[config.mk]
export PLATFORM = sky130hd
export DESIGN_NAME = mf3_queue
export DESIGN_NICKNAME = d
export VERILOG_FILES = /design/src/rtl/median_filter_3x3_unit_macros.svh /design/src/rtl/mf3_pkg.sv /design/src/rtl/mf3_queue.sv
export SDC_FILE = /design/constraint.sdc
export NUM_CORES = 1
export LEC_CHECK = 0
export BUFFER_PORTS_ARGS = -buffer_cell sky130_fd_sc_hd__buf_2
export CAP_MARGIN = 15
export CORE_MARGIN = 2
export CORE_UTILIZATION = 45
export CTS_CLUSTER_DIAMETER = 200
export DETAILED_ROUTE_END_ITERATION = 6
export GPL_ROUTABILITY_DRIVEN = 0
export PLACE_DENSITY = 0.61
export SYNTH_ARGS = -nofsm -noshare
export SYNTH_HDL_FRONTEND = slang
export SYNTH_SLANG_ARGS = --single-unit
export TNS_END_PERCENT = 50
[constraint.sdc]
create_clock -name clk -period 17.2 [get_ports clk]
set_input_delay 3.44 -clock clk [delete_from_list [all_inputs] [get_ports clk]]
set_output_delay 3.44 -clock clk [all_outputs]
set_load 0.02 [all_outputs]
[src/rtl/median_filter_3x3_unit_macros.svh]
// Assertion macros for the median filter RTL.
`ifndef MEDIAN_FILTER_3X3_UNIT_MACROS_SVH
`define MEDIAN_FILTER_3X3_UNIT_MACROS_SVH

// Same-cycle implication, checked outside reset.
`define MF3_CHECK(label, ante, cons) \
  label: assert property (@(posedge clk) disable iff (rst) (ante) |-> (cons)) \
    else $error("mf3 check failed");

// Next-cycle implication, also checked across reset.
`define MF3_CHECK_NEXT(label, ante, cons) \
  label: assert property (@(posedge clk) (ante) |=> (cons)) \
    else $error("mf3 check failed");

`endif

[src/rtl/mf3_pkg.sv]
// Types and constants of the 3x3 median filter.
`default_nettype none
package mf3_pkg;
  localparam int MAX_WIDTH   = 2048;
  localparam int COL_W       = $clog2(MAX_WIDTH);
  localparam int ROW_W       = 17;
  localparam int WIDTH_W     = 12;
  localparam int HEIGHT_W    = 16;
  localparam int CHANNELS    = 3;
  localparam int CHAN_W      = 8;
  localparam int TAPS        = 9;
  localparam int QUEUE_DEPTH = 4;
  localparam int QPTR_W      = $clog2(QUEUE_DEPTH);
  localparam int QCNT_W      = $clog2(QUEUE_DEPTH + 1);
  localparam int CFG_DATA_W  = 16;

  typedef enum logic [1:0] {
    CFG_FRAME_WIDTH  = 2'd0,
    CFG_FRAME_HEIGHT = 2'd1,
    CFG_COLOR_MODE   = 2'd2
  } cfg_idx_t;

  typedef logic [CHAN_W-1:0] chan_t;
  typedef chan_t [CHANNELS-1:0] pix_t;

  // One window ready for the median network, border taps already zeroed.
  typedef struct packed {
    pix_t [TAPS-1:0] taps;
    logic            frame_end;
  } win_t;

  // Queue status seen by the top level.
  typedef struct packed {
    logic [QCNT_W-1:0] count;
    logic              push;
    logic              pop;
  } q_stat_t;
endpackage
`default_nettype wire

[src/rtl/mf3_queue.sv]
// Short queue of windows between the front end and the median network.
`default_nettype none
module mf3_queue (
  input  wire logic           clk,
  input  wire logic           rst,
  input  wire logic           push,
  input  mf3_pkg::win_t       push_data,
  output logic                room,
  output logic                valid,
  output mf3_pkg::win_t       data,
  input  wire logic           pop,
  output mf3_pkg::q_stat_t    stat
);
  mf3_pkg::win_t                entries [mf3_pkg::QUEUE_DEPTH];
  logic [mf3_pkg::QPTR_W-1:0]   rd_ptr, wr_ptr;
  logic [mf3_pkg::QCNT_W-1:0]   count;

  // Room for the item in the window stage plus one more accepted now.
  assign room  = count <= mf3_pkg::QCNT_W'(mf3_pkg::QUEUE_DEPTH - 2);
  assign valid = count != '0;
  assign data  = entries[rd_ptr];

  always_comb begin
    stat.count = count;
    stat.push  = push;
    stat.pop   = pop;
  end

  // Pointers and occupancy.
  always_ff @(posedge clk) begin
    if (rst) begin
      rd_ptr <= '0;
      wr_ptr <= '0;
      count  <= '0;
    end else begin
      if (push) wr_ptr <= wr_ptr + 1'b1;
      if (pop) rd_ptr <= rd_ptr + 1'b1;
      count <= count + mf3_pkg::QCNT_W'(push) - mf3_pkg::QCNT_W'(pop);
    end
  end

  always_ff @(posedge clk) begin
    if (push) entries[wr_ptr] <= push_data;
  end
endmodule
`default_nettype wire

==> flow_summary.toml, run 1 <==
[worst_setup_path]
cp-start-kind = "flop"
critPathArrivalTime_ns = 3.90
end_kind = "primary output"
crit_required_ns = 13.76
critPathKind = "flop to primary output"
r2r_cells = 5
cp_max_fo = 103

[yosys]
yosys.cell_types.count = 21
synth_commonest_cells = "edfxtp_1 (868), mux4_2 (217), buf_2 (24)"
yosysMostFrequentCell = "edfxtp_1"
synth_top_flop_cell = "edfxtp_1"
synthTopCellsByArea = "edfxtp_1 (82%), mux4_2 (15%), dfxtp_1 (0.57%)"
ys_seq_area_share_pct = 82.7
synth_edf_count = 868
synth_seq_cells = 877
async_flop_share_pct = 0
ys_warn_count = 0
post-synth-top-area-fraction_pct = 82.1
synth.avg_cell_area_um2 = 26.9
synthCells = 1180
synth_nets = 1409
syn_area_mm2 = 0.0317
synth_top_area_cell = "edfxtp_1"

[route]
dr.pass1.iters = 5
dr_total_vias = 14200
routedWlPerCell_um = 23.3
vias_per_cell = 5.28
drt-total-wl_um = 63000
antenna_left = 0
drc = 0
drt_iter0_drc = 927

[clock_network]
cts.sinks = 877
clk_latency_ns = 0.63
cts_tree = "built"
cts.htree.levels = 3
clk_pin_slew_worst_paths_ns = 0.06
postCtsHoldBufs = 0
post_cts_resized = 0
cts.path.max_buffers = 3
cts-buffers-inserted = 88
root_buffer = "clkbuf_16"
post_cts_buffers = 0

[pwr]
vdd.ir_drop.worst_mv = 0.0808
fin_total_pwr_w = 0.00475
switching_share_pct = 23.2
p_switching_w = 0.00110
p_per_area_mw_per_mm2 = 126
clkPwrFrac_pct = 37.2
leakagePower_nw = 12.5
intPower_w = 0.00365
p_seq_share_pct = 52.3
power_frac_comb_pct = 10.5

[sta]
clock.fmax_mhz = 136
slew_headroom_pct = 32.0
layout_min_cycle_time_ns = 7.34
fin_setup_tns_ns = 0
tightest_slew_ns = 1.02
finalCritPeriodShare_pct = 42.7
drv_slew = 0
finalSetupViolations = 0
final_hold_viol_count = 0
rsz0062_at_grt = "no"
skew_ns = 0.0309

[floorplanning]
die_h_um = 270
die-area_mm2 = 0.0727
coreArea_mm2 = 0.0699
start_util_pct = 45.4
ios = 445
core.rowCount = 97
die_w_um = 270

[place]
io_buffer_count = 444
placed_area_mm2 = 0.0350
hpwlAfterDp_um = 37300

[grt]
grt_first_pass_wirelength_um = 95300
grt_max_degree = 108
grt_pass1_vias = 15100
track_usage_pct = 17.4
antenna_found_initial = 22
gr-total-overflow = 0

[finish]
finalNetCount = 1909
seq_area_mm2 = 0.0263
utilization_pct = 53.9
drive_above_1_share_pct = 45.7
area_growth_pct = 18.8
fill_cells = 5411
final_cell_area_mm2 = 0.0377
multi_input_area_mm2 = 0.00513

[worst_hold_path]
holdPathStages = 2
hold_class = "flop to flop"

[job]
cap_violations = 0

[status]
status = "completed"
==> state kept, by name (all words and copies together), names as in the netlist, named ones only <==
| signal | flops |
|---|---|
| rd_ptr | 2 |
| wr_ptr | 2 |
| count | 3 |
| entries | 868 |
==> power groups by stage <==
stage                     Combinational [W]  Sequential, W  Clock (W)
after floorplan                    0.000324        0.00254          0
after global placement             0.000506        0.00253          0
after detailed placement           0.000510        0.00253          0
after CTS                          0.000512        0.00249    0.00183
after global routing               0.000535        0.00249    0.00190
final                              0.000498        0.00249    0.00177
==> per-layer routing <==
layer  GRT usage (%)  vias up  share of wire (%)  wire length (µm)
met2            28.0      447                 49             31100
met1            22.5     7487                 39             24700
met4            5.37       34                2.4              1520
met5               0        -               0.33               207
li1                -     6147                  -                 -
met3            6.23      134                8.6              5400
==> through the flow <==
stage	setup WS (ns)	instances	hold slack [ns]
finish	9.86	2698	0.530
global route	9.43	2694	0.566
CTS	9.63	2691	0.528
detailed placement	9.95	2530	0.518
global placement	9.95	2530	0.513
floorplan	8.24	1180	0.499
==> final timing paths <==
| kind | start | end | slack, ns |
|---|---|---|---|
| setup / recovery | flop | data[134] | 9.86 |
| hold / removal | rd_ptr[0] | flop | 0.53 |
| setup reg to reg | wr_ptr[0] | entries[0][84] | 13.80 |
| hold reg to reg | rd_ptr[0] | flop | 0.53 |
==> final cells by class <==
| type | instances | area share [%] |
|---|---|---|
| Antenna cell | 7 | 0.0465 |
| Clock buffer | 112 | 6.19 |
| Clock inverter | 49 | 1.01 |
| Inverter | 7 | 0.0697 |
| Multi-Input combinational cell | 245 | 13.6 |
| Sequential cell | 877 | 69.6 |
| Tap cell | 940 | 3.12 |
| Timing Repair Buffer | 461 | 6.33 |
==> cells in the final DEF (no fill, tap or decap) <==
cell and instances:
clkbuf_16 90, clkinvlp_4 4, nor2_1 6, clkinv_1 24, dfxtp_4 2, fa_1 1, nor2b_1 1, a31o_2 1
a21oi_1 1, inv_1 7, buf_4 14, buf_12 3, clkinv_2 14, clkbuf_1 22, diode_2 7, buf_2 444
and2_4 4, clkinv_16 4, ha_1 7, mux4_2 217, bufinv_16 2, dfxtp_1 7, nand3b_1 1, inv_6 1
nand3_1 1, edfxtp_1 868, xnor2_1 3, mux2i_1 1, a21bo_2 1
==> critical path, cell delays in order, from the launching register on <==
cell     delay (ns)
dfxtp_4        0.67
buf_12         0.68
buf_4          0.90
mux4_2         0.66
buf_2          0.19
==> kinds of logic after synthesis <==
family          share of synthesized area, %
mux                                     15.4
compound gates                        0.0749
xor+xnor                              0.0828
flops                                   82.7
fa+ha+maj                              0.339
buf+inv                                 1.18
simple gates                           0.209
(Power assumes the default switching activity.)
==> inputs of run 2 (changes only) <==
clock period = 7.2 ns   (was 17.2 ns; I/O delays follow)
==> flow_summary.toml, run 2 (synthesized netlist as in run 1, its figures left out) <==
[status]
status = "completed"

[worst_setup_path]
cp-start-kind = "flop"
regToRegSetupSlack_ns = 4.62
end_kind = "primary output"
critPathKind = "flop to primary output"
rr_endpoint = "entries[0][96]"
rr_startpoint = "wr_ptr[0]"
r2r_cells = 4
crit_required_ns = 5.76
cp_max_fo = 58
critPathArrivalTime_ns = 3.11

[grt]
grt_max_degree = 116
grt_first_pass_wirelength_um = 92500
antenna_found_initial = 23
grt_pass1_vias = 14900
top_usage_layer = "met2"
met1_usage_pct = 22.0
track_usage_pct = 16.9
use_met2_pct = 26.9
use_met3_pct = 6.59
gr-total-overflow = 0

[place]
place_ws_ns = 3.25
io_buffer_count = 444
dpl.cell_count = 2527
hpwlAfterDp_um = 35800

[finish]
layout.cells.non_filler = 2693
largest_registers = "entries (868), count (3)"
largest_reg_flops = 868
mostFrequentLayoutCell = "edfxtp_1"
fill_cells = 5404
area_growth_pct = 19.1
final_cell_mix = "edfxtp_1 (868), buf_2 (444), mux4_2 (217)"
finalNetCount = 1909
largest_register = "entries"
drive_above_1_share_pct = 46.0

[pwr]
clkPwrFrac_pct = 38.1
p_per_area_mw_per_mm2 = 305
switching_share_pct = 22.8
leakagePower_nw = 12.6
power_frac_comb_pct = 10.3
vdd.ir_drop.worst_mv = 0.193
intPower_w = 0.00889
p_seq_share_pct = 51.6
p_switching_w = 0.00263
fin_total_pwr_w = 0.0115

[clock_network]
postCtsHoldBufs = 0
cts.htree.levels = 3
clk_pin_slew_worst_paths_ns = 0.06
cts_tree = "built"
cts.path.max_buffers = 3
clk_latency_ns = 0.62
post_cts_resized = 0
root_buffer = "clkbuf_16"
cts.sinks = 877
cts-buffers-inserted = 91
post_cts_buffers = 0

[sta]
setup_slack_ns = 2.65
slew_headroom_pct = 33.3
rsz0062_at_grt = "no"
tightest_slew_ns = 1.00
drv_slew = 0
finalCritPeriodShare_pct = 63.2
finalSetupViolations = 0
layout_min_cycle_time_ns = 4.55
final_hold_viol_count = 0
fin_setup_tns_ns = 0
clock.fmax_mhz = 220
skew_ns = 0.0203

[floorplanning]
coreArea_mm2 = 0.0699
die_w_um = 270
start_util_pct = 45.4
core.rowCount = 97
die_h_um = 270
ios = 445
die-area_mm2 = 0.0727

[route]
drc = 0
antenna_left = 0
dr.pass1.iters = 4
dr_total_vias = 14100
routedWlPerCell_um = 22.9
drt-total-wl_um = 61800
vias_per_cell = 5.25
drt_iter0_drc = 890

[worst_hold_path]
holdPathStages = 2
hold_class = "flop to flop"
hold_start = "rd_ptr[1]"

[job]
cap_violations = 0
run 2: changes by cell type in the layout (fill, tap and decap cells not counted), moves of 2 or more:
cell / before / now
buf_12: 3 / 7
clkinv_16: 4 / 0
clkinv_8: 0 / 3
clkinvlp_4: 4 / 1
clkinv_4: 0 / 2
bufinv_16: 2 / 6
clkbuf_1: 22 / 15
clkbuf_16: 90 / 92
buf_4: 14 / 7
run 2: how the worst max path moves through the flow:
stage | startpoint | to | slack (ns) | cells after the start
3_3_place_gp | flop | data[132] | 3.27 | 3
5_1_grt | flop | data[160] | 2.49 | 3
2_1_floorplan | push | entries[0][0] | 0.24 | 1
6_report | flop | data[132] | 2.65 | 3
3_5_place_dp | flop | data[132] | 3.25 | 3
4_1_cts | flop | data[132] | 2.56 | 3
run 2: critical path, stage by stage (launching register included):
cell and delay (ns):
dfxtp_4 0.95, buf_4 0.77, mux4_2 0.45, buf_2 0.18
run 2: metal layers:
metal | vias up | wire, µm
met5 | - | 230
met3 | 114 | 5360
met4 | 36 | 1120
met1 | 7427 | 25200
met2 | 416 | 29900
li1 | 6150 | -
run 2: final cells by class:
cell class	instances	area (µm²)	area share (%)
tap	940	1180	3.11
multi-input combinational	245	5130	13.6
clock buffer	107	2360	6.24
sequential	877	26300	69.4
clock inverter	53	443	1.17
timing repair buffer	458	2410	6.39
antenna	6	15.0	0.0397
inverter	7	26.3	0.0695
run 2: power by group through the flow:
stage	Clock, W	Sequential, W	Combinational (W)
3_5_place_dp	0	0.00605	0.00121
6_report	0.00440	0.00594	0.00119
5_1_grt	0.00470	0.00596	0.00127
4_1_cts	0.00452	0.00595	0.00122
2_1_floorplan	0	0.00607	0.000775
3_3_place_gp	0	0.00604	0.00120
run 2: through the flow:
stage	hold WS, ns	utilization [%]	instance area (µm²)
detailed placement	0.514	50.1	35000
CTS	0.534	54.1	37800
floorplan	0.499	-	31700
finish	0.533	54.1	37800
global placement	0.504	50.1	35000
global route	0.575	54.1	37800
