File: src/rtl/median_filter_3x3_unit_macros.svh
// Assertion macros for the median filter RTL.
`ifndef MEDIAN_FILTER_3X3_UNIT_MACROS_SVH
`define MEDIAN_FILTER_3X3_UNIT_MACROS_SVH

// Same-cycle implication, checked outside reset.
`define MF3_CHECK(label, ante, cons) \
  label: assert property (@(posedge clk) disable iff (rst) (ante) |-> (cons)) \
    else $error("mf3 check failed");

// Next-cycle implication, also checked across reset.
`define MF3_CHECK_NEXT(label, ante, cons) \
  label: assert property (@(posedge clk) (ante) |=> (cons)) \
    else $error("mf3 check failed");

`endif

File: src/rtl/mf3_pkg.sv
// Types and constants of the 3x3 median filter.
`default_nettype none
package mf3_pkg;
  localparam int MAX_WIDTH   = 2048;
  localparam int COL_W       = $clog2(MAX_WIDTH);
  localparam int ROW_W       = 17;
  localparam int WIDTH_W     = 12;
  localparam int HEIGHT_W    = 16;
  localparam int CHANNELS    = 3;
  localparam int CHAN_W      = 8;
  localparam int TAPS        = 9;
  localparam int QUEUE_DEPTH = 4;
  localparam int QPTR_W      = $clog2(QUEUE_DEPTH);
  localparam int QCNT_W      = $clog2(QUEUE_DEPTH + 1);
  localparam int CFG_DATA_W  = 16;

  typedef enum logic [1:0] {
    CFG_FRAME_WIDTH  = 2'd0,
    CFG_FRAME_HEIGHT = 2'd1,
    CFG_COLOR_MODE   = 2'd2
  } cfg_idx_t;

  typedef logic [CHAN_W-1:0] chan_t;
  typedef chan_t [CHANNELS-1:0] pix_t;

  // One window ready for the median network, border taps already zeroed.
  typedef struct packed {
    pix_t [TAPS-1:0] taps;
    logic            frame_end;
  } win_t;

  // Queue status seen by the top level.
  typedef struct packed {
    logic [QCNT_W-1:0] count;
    logic              push;
    logic              pop;
  } q_stat_t;
endpackage
`default_nettype wire

File: src/rtl/mf3_med_if.sv
// Output median channel.
`default_nettype none
interface mf3_med_if;
  logic       valid;
  logic       ready;
  logic [7:0] med_a;
  logic [7:0] med_b;
  logic [7:0] med_c;
  logic       frame_end;
  modport source (output valid, med_a, med_b, med_c, frame_end, input ready);
  modport sink (input valid, med_a, med_b, med_c, frame_end, output ready);
endinterface
`default_nettype wire

File: src/rtl/mf3_back.sv
// Back end: three-stage median network whose last stage is the output register.
`default_nettype none
module mf3_back (
  input  wire logic      clk,
  input  wire logic      rst,
  input  wire logic      q_valid,
  input  mf3_pkg::win_t  q_data,
  output logic           q_pop,
  mf3_med_if.source      med_out
);
  localparam int NC = mf3_pkg::CHANNELS;

  function automatic mf3_pkg::chan_t min2(mf3_pkg::chan_t x, mf3_pkg::chan_t y);
    return (x < y) ? x : y;
  endfunction

  function automatic mf3_pkg::chan_t max2(mf3_pkg::chan_t x, mf3_pkg::chan_t y);
    return (x > y) ? x : y;
  endfunction

  function automatic mf3_pkg::chan_t med3(mf3_pkg::chan_t x, mf3_pkg::chan_t y,
                                          mf3_pkg::chan_t z);
    return max2(min2(x, y), min2(max2(x, y), z));
  endfunction

  logic           en;
  logic           a_valid, b_valid, o_valid;
  logic           a_end, b_end, o_end;
  mf3_pkg::chan_t a_lo [NC][3];
  mf3_pkg::chan_t a_mi [NC][3];
  mf3_pkg::chan_t a_hi [NC][3];
  mf3_pkg::chan_t b_mx [NC];
  mf3_pkg::chan_t b_md [NC];
  mf3_pkg::chan_t b_mn [NC];
  mf3_pkg::chan_t o_med [NC];

  // The whole network advances together when the output register can move.
  assign en    = !o_valid || med_out.ready;
  assign q_pop = en && q_valid;

  always_ff @(posedge clk) begin
    if (rst) begin
      a_valid <= 1'b0;
      b_valid <= 1'b0;
      o_valid <= 1'b0;
    end else if (en) begin
      a_valid <= q_valid;
      b_valid <= a_valid;
      o_valid <= b_valid;
    end
  end

  // Stage A sorts each window column; B takes max of lows, median of middles,
  // min of highs; the output stage takes the median of those three.
  always_ff @(posedge clk) begin
    if (en) begin
      a_end <= q_data.frame_end;
      b_end <= a_end;
      o_end <= b_end;
      for (int k = 0; k < NC; k++) begin
        for (int j = 0; j < 3; j++) begin
          a_lo[k][j] <= min2(min2(q_data.taps[j][k], q_data.taps[j+3][k]),
                             q_data.taps[j+6][k]);
          a_mi[k][j] <= med3(q_data.taps[j][k], q_data.taps[j+3][k],
                             q_data.taps[j+6][k]);
          a_hi[k][j] <= max2(max2(q_data.taps[j][k], q_data.taps[j+3][k]),
                             q_data.taps[j+6][k]);
        end
        b_mx[k]  <= max2(max2(a_lo[k][0], a_lo[k][1]), a_lo[k][2]);
        b_md[k]  <= med3(a_mi[k][0], a_mi[k][1], a_mi[k][2]);
        b_mn[k]  <= min2(min2(a_hi[k][0], a_hi[k][1]), a_hi[k][2]);
        o_med[k] <= med3(b_mx[k], b_md[k], b_mn[k]);
      end
    end
  end

  assign med_out.valid     = o_valid;
  assign med_out.med_a     = o_med[0];
  assign med_out.med_b     = o_med[1];
  assign med_out.med_c     = o_med[2];
  assign med_out.frame_end = o_end;
endmodule
`default_nettype wire

File: src/flat_wrapper.sv
// flat-port wrapper written by rule: the top's interface ports become plain ports
module mf3_back_flat 
  (clk, rst, q_valid, q_data, q_pop, med_out_valid, med_out_med_a, med_out_med_b, med_out_med_c, med_out_frame_end, med_out_ready);
  mf3_med_if med_out_i ();
  input  wire logic clk;
  input  wire logic rst;
  input  wire logic q_valid;
  input  mf3_pkg::win_t q_data;
  output logic q_pop;
  output wire logic [$bits(med_out_i.valid)-1:0] med_out_valid;
  output wire logic [$bits(med_out_i.med_a)-1:0] med_out_med_a;
  output wire logic [$bits(med_out_i.med_b)-1:0] med_out_med_b;
  output wire logic [$bits(med_out_i.med_c)-1:0] med_out_med_c;
  output wire logic [$bits(med_out_i.frame_end)-1:0] med_out_frame_end;
  input wire logic [$bits(med_out_i.ready)-1:0] med_out_ready;
  assign med_out_valid = med_out_i.valid;
  assign med_out_med_a = med_out_i.med_a;
  assign med_out_med_b = med_out_i.med_b;
  assign med_out_med_c = med_out_i.med_c;
  assign med_out_frame_end = med_out_i.frame_end;
  assign med_out_i.ready = med_out_ready;
  mf3_back u_core (.clk(clk), .rst(rst), .q_valid(q_valid), .q_data(q_data), .q_pop(q_pop), .med_out(med_out_i));
endmodule
File: config.mk
export PLATFORM = sky130hd
export DESIGN_NAME = mf3_back_flat
export DESIGN_NICKNAME = d
export VERILOG_FILES = /design/src/rtl/median_filter_3x3_unit_macros.svh /design/src/rtl/mf3_pkg.sv /design/src/rtl/mf3_med_if.sv /design/src/rtl/mf3_back.sv /design/src/flat_wrapper.sv
export SDC_FILE = /design/constraint.sdc
export NUM_CORES = 2
export LEC_CHECK = 0
export BUFFER_PORTS_ARGS = -buffer_cell sky130_fd_sc_hd__buf_2
export CORE_ASPECT_RATIO = 0.8
export CORE_MARGIN = 10
export CORE_UTILIZATION = 45
export DETAILED_ROUTE_END_ITERATION = 10
export HOLD_SLACK_MARGIN = 0.06
export PLACE_DENSITY_LB_ADDON = 0.2
export SLEW_MARGIN = 20
export SYNTH_ARGS = -nofsm -noshare
export SYNTH_HDL_FRONTEND = slang
export SYNTH_SLANG_ARGS = --single-unit
File: constraint.sdc
create_clock -name clk -period 33.8 [get_ports clk]
set_input_delay 6.76 -clock clk [delete_from_list [all_inputs] [get_ports clk]]
set_output_delay 6.76 -clock clk [all_outputs]
set_load 0.01 [all_outputs]
==> results.txt <==
The flow ran to the end, and the final reports show no timing, DRC or antenna violations. The kind of path behind the tightest hold check is reg -> reg. The count of hold buffers inserted by post-cts repair is 0. The die outline area is 0.0785 sq mm.

The number of max-slew violations in the final report came out at 0. Entering global routing, the biggest net connects approximately 210 pins. Measured against its own limit, the worst slew margin works out to about 28%.

Detailed placement finished with a half-perimeter wire length of around 67000 microns. In this design, the critical path's most frequently occurring cell is sky130_fd_sc_hd__buf_2. The combinational share of power came out at 63.6%. The switching share of total power is approximately 44%. The netlist uses 72 different library cells. Summed over all nets, the switching power comes to 1.46 mW. For the pin with the worst max-slew slack, the measured transition is approximately 1.1 ns. The final hold violation count came out at 0. The source-to-sink clock delay at the later pin of the worst-skew pair came out at 0.56 ns. The number of enable-type register cells in the synthesized netlist is 315.

The most used flip-flop cell after synthesis is sky130_fd_sc_hd__edfxtp_1. The share of post-route cells with drive strength above 1 is 23.7%. The register clock-pin slew on the reported worst setup and hold paths came out at 0.06 ns. After detailed routing, the number of remaining DRC violations is 0. The die outline width came out at about 310 microns.

The number of optimization iterations in the first detailed-route pass is 5. The share of flip-flops with an asynchronous set or reset after synthesis came out at 0%. In this run the most critical hold path is launched from u_core.b_end.

The finished cells cover 0.0340 sq mm. The minimum period implied by the final worst setup slack came out at 14.83 ns. The cell count after synthesis is roughly 2900. The power density of the placed cells is 98.4 mW/mm^2. The placed instance area is approximately 0.033 sq mm. STA classifies the critical path endpoint as an output pin. The total of max-cap violations came out at 0. The post-layout total power came out at 3.35 mW. The library cell used most frequently in the layout, excluding fill and tap cells, is sky130_fd_sc_hd__ha_1.

The aggregate negative setup slack is 0 ns. In this run the critical register-to-register path is captured at u_core.b_md[0][8]. The quantity of I/O buffers inserted on ports is 247.

In this run the worst path has a maximum fanout of 111. No sink is reached through more buffers than the 3 on the longest clock path. For this configuration, the core starts out at a cell density of 45.3%.

The root buffer cell chosen for the clock tree is sky130_fd_sc_hd__clkbuf_16. At the worst endpoint, the required time is 27.04 ns. Tracing the worst setup path back leads to its startpoint at med_out_ready.

The portion of total power attributed to the clock network came out at 12.9%. The initial antenna violation count is 16. The final RePlAce weighted congestion came out at just over 0.9. Sequential elements use between 30% and 40% of the synthesized area. The total routed wirelength came out at 81300 microns. Synthesis produced a netlist with a net count of approximately 3700. The most critical setup path has its endpoint at q_pop. The number of global-route vias before repair came to about 24000. The count of pins on the block boundary is 248. Counting every sink on the clock net gives 318.

In this design, the stage delay of the slowest critical-path cell is 0.41 ns. For this run the aggregate overflow at the end of global routing stands at 0. The core utilization of the finished layout is 50.7%. TritonCTS built the clock tree.

The layout overhead on the synthesized area is 11.8%. The final count of negative-setup-slack endpoints is 0. The maximum vdd drop came out at about 0.076 mV.

In the layout the commonest cells are sky130_fd_sc_hd__ha_1, sky130_fd_sc_hd__inv_1, sky130_fd_sc_hd__mux2_2. In this run, CTS created clock tree buffers numbering 38. The count of nets after finishing is 3912. The floorplan has 85 rows. The fmax is 67.4 MHz. The global router's overall resource usage came out at 20.2%. Sorting the synthesized cells by area gives the leading types as sky130_fd_sc_hd__edfxtp_1, sky130_fd_sc_hd__ha_1, sky130_fd_sc_hd__mux2_2, sky130_fd_sc_hd__mux2i_1, sky130_fd_sc_hd__inv_1. The cell taking the most area after synthesis is sky130_fd_sc_hd__edfxtp_1. The analysis attributes to cell leakage a power of 16.3 nW. Sequential cells burn 23.5% of the power. Dividing the detail-routed via count by the number of cells gives 5.61.

The height of the die came out at approximately 250 microns. The worst hold-check slack came out at 0.418 ns. The critical path goes through buf_2, nor2b_1, inv_8, and2_1, buf_2. The post-route clock period utilization is 43.9%. The number of cells on the worst reg-to-reg path is 20. The quantity of gates resized following cts is 0. The number of storage elements in the synthesis netlist is approximately 320. The launch point of the worst reg-to-reg path is u_core.a_mi[1][23].

The total via count after detailed routing came out at 23200. The synthesized area per cell is between 10 and 15 sq um. After the first detailed-routing iteration, the DRC count stood at 1451. The count of nets left with antenna violations after detail routing is 0. The synthesized area came out at 0.0304 sq mm. Setup repair after global routing left no endpoint under its margin. Dividing the detail-routed wire length by the instance count gives 19.7 microns. The worst setup path is launched from an input pin. Among all stages on the critical path, the largest delay is contributed by sky130_fd_sc_hd__nor2b_1. Between clock sinks in the finished design, the worst skew comes to 0.0259 ns.

The total setup buffers inserted after CTS is 0. The internal portion of the total power is between 1.5 and 2 mW. The worst register-to-register path has a setup slack of 27.42 ns. The critical path in this run is classified as in -> out.

The number of levels in the clock H-tree came out at 2. The fraction of synthesized cell area taken by the top area cell type came out at 31.1%. The arrival time of data at the critical path endpoint came out at 8.07 ns. The standard cell core area is 0.0671 sq mm. The global-route wire length before repair came out at roughly 130000 microns.

The number of warnings printed during yosys synthesis came out at 0.
[cell families after synthesis]
family	Yosys count	share of synthesized area, %
AO/OA/AOI/OAI	601	12.7
adder cells (fa/ha/maj)	507	20.8
buffers and inverters	419	5.35
flip-flops	318	31.3
multiplexers	579	21.1
AND/OR/NAND/NOR	509	8.68
[power groups by stage]
stage	clock (mW)	sequential, mW	combinational [mW]
final	0.430	0.788	2.13
after global routing	0.458	0.804	2.40
after CTS	0.441	0.788	2.12
after detailed placement	0	0.794	2.10
after global placement	0	0.790	2.01
after floorplan	0	0.741	1.60
[cells in the mapped netlist (11+ instances only)]
cell / number
sky130_fd_sc_hd__a21oi_1: 142
sky130_fd_sc_hd__inv_1: 376
sky130_fd_sc_hd__o211ai_1: 18
sky130_fd_sc_hd__nand3_1: 81
sky130_fd_sc_hd__buf_2: 11
sky130_fd_sc_hd__clkbuf_1: 18
sky130_fd_sc_hd__ha_1: 507
sky130_fd_sc_hd__nand4_1: 68
sky130_fd_sc_hd__o21a_1: 35
sky130_fd_sc_hd__mux2_4: 29
sky130_fd_sc_hd__o21bai_1: 13
sky130_fd_sc_hd__o21ai_1: 13
sky130_fd_sc_hd__mux2i_1: 176
sky130_fd_sc_hd__mux2_2: 371
sky130_fd_sc_hd__o21ai_0: 187
sky130_fd_sc_hd__nor2_1: 78
sky130_fd_sc_hd__nand2_1: 125
sky130_fd_sc_hd__edfxtp_1: 315
sky130_fd_sc_hd__a211oi_1: 16
sky130_fd_sc_hd__a21o_1: 101
sky130_fd_sc_hd__nor3_1: 18
sky130_fd_sc_hd__nand2b_1: 22
sky130_fd_sc_hd__nor2b_1: 55
[cell type report]
cell class,instances,area [sq um]
fillers,6025,33100
multi-input cells,2196,19300
flip-flops and latches,318,9520
inverters,376,1420
repair buffers,254,1320
well taps,913,1140
clock buffers,41,983
clock inverters,27,322
diodes,7,17.5
[metal layers]
metal	GRT usage (%)	up-vias	part of all wire [%]
li1	-	11400	-
met1	26.8	11000	46
met2	32.8	579	45
met3	4.52	112	6.4
met4	5.24	14	2.2
met5	0	-	0.087
[sequential cells by signal (all words and copies together), names as in the netlist]
register,cells
u_core.a_end,1
u_core.a_hi,72
u_core.a_lo,72
u_core.a_mi,72
u_core.a_valid,1
u_core.b_end,1
u_core.b_md,24
u_core.b_mn,24
u_core.b_mx,24
u_core.b_valid,1
u_core.med_out.frame_end,1
u_core.med_out.valid,1
u_core.o_med,24
[stage by stage]
step,instances,worst slack (ns)
6_report,4132,18.97
3_3_place_gp,4055,18.96
3_5_place_dp,4055,18.92
5_1_grt,4131,18.81
4_1_cts,4123,18.92
2_1_floorplan,2933,13.41
[worst min-delay path by stage]
stage | depth (start not counted) | slack, ns | endpoint
floorplan | 0 | 0.40 | u_core.b_end
global placement | 0 | 0.40 | u_core.b_end
detailed placement | 0 | 0.41 | u_core.b_end
CTS | 0 | 0.42 | u_core.b_end
global route | 0 | 0.42 | u_core.med_out.frame_end
finish | 0 | 0.42 | u_core.med_out.frame_end
[critical path: cells and delay by family]
family,cells,cell delay [ns]
buffers and inverters,3,0.58
AND/OR/NAND/NOR,2,0.71
Note: power is estimated with default switching activity, not from simulation.
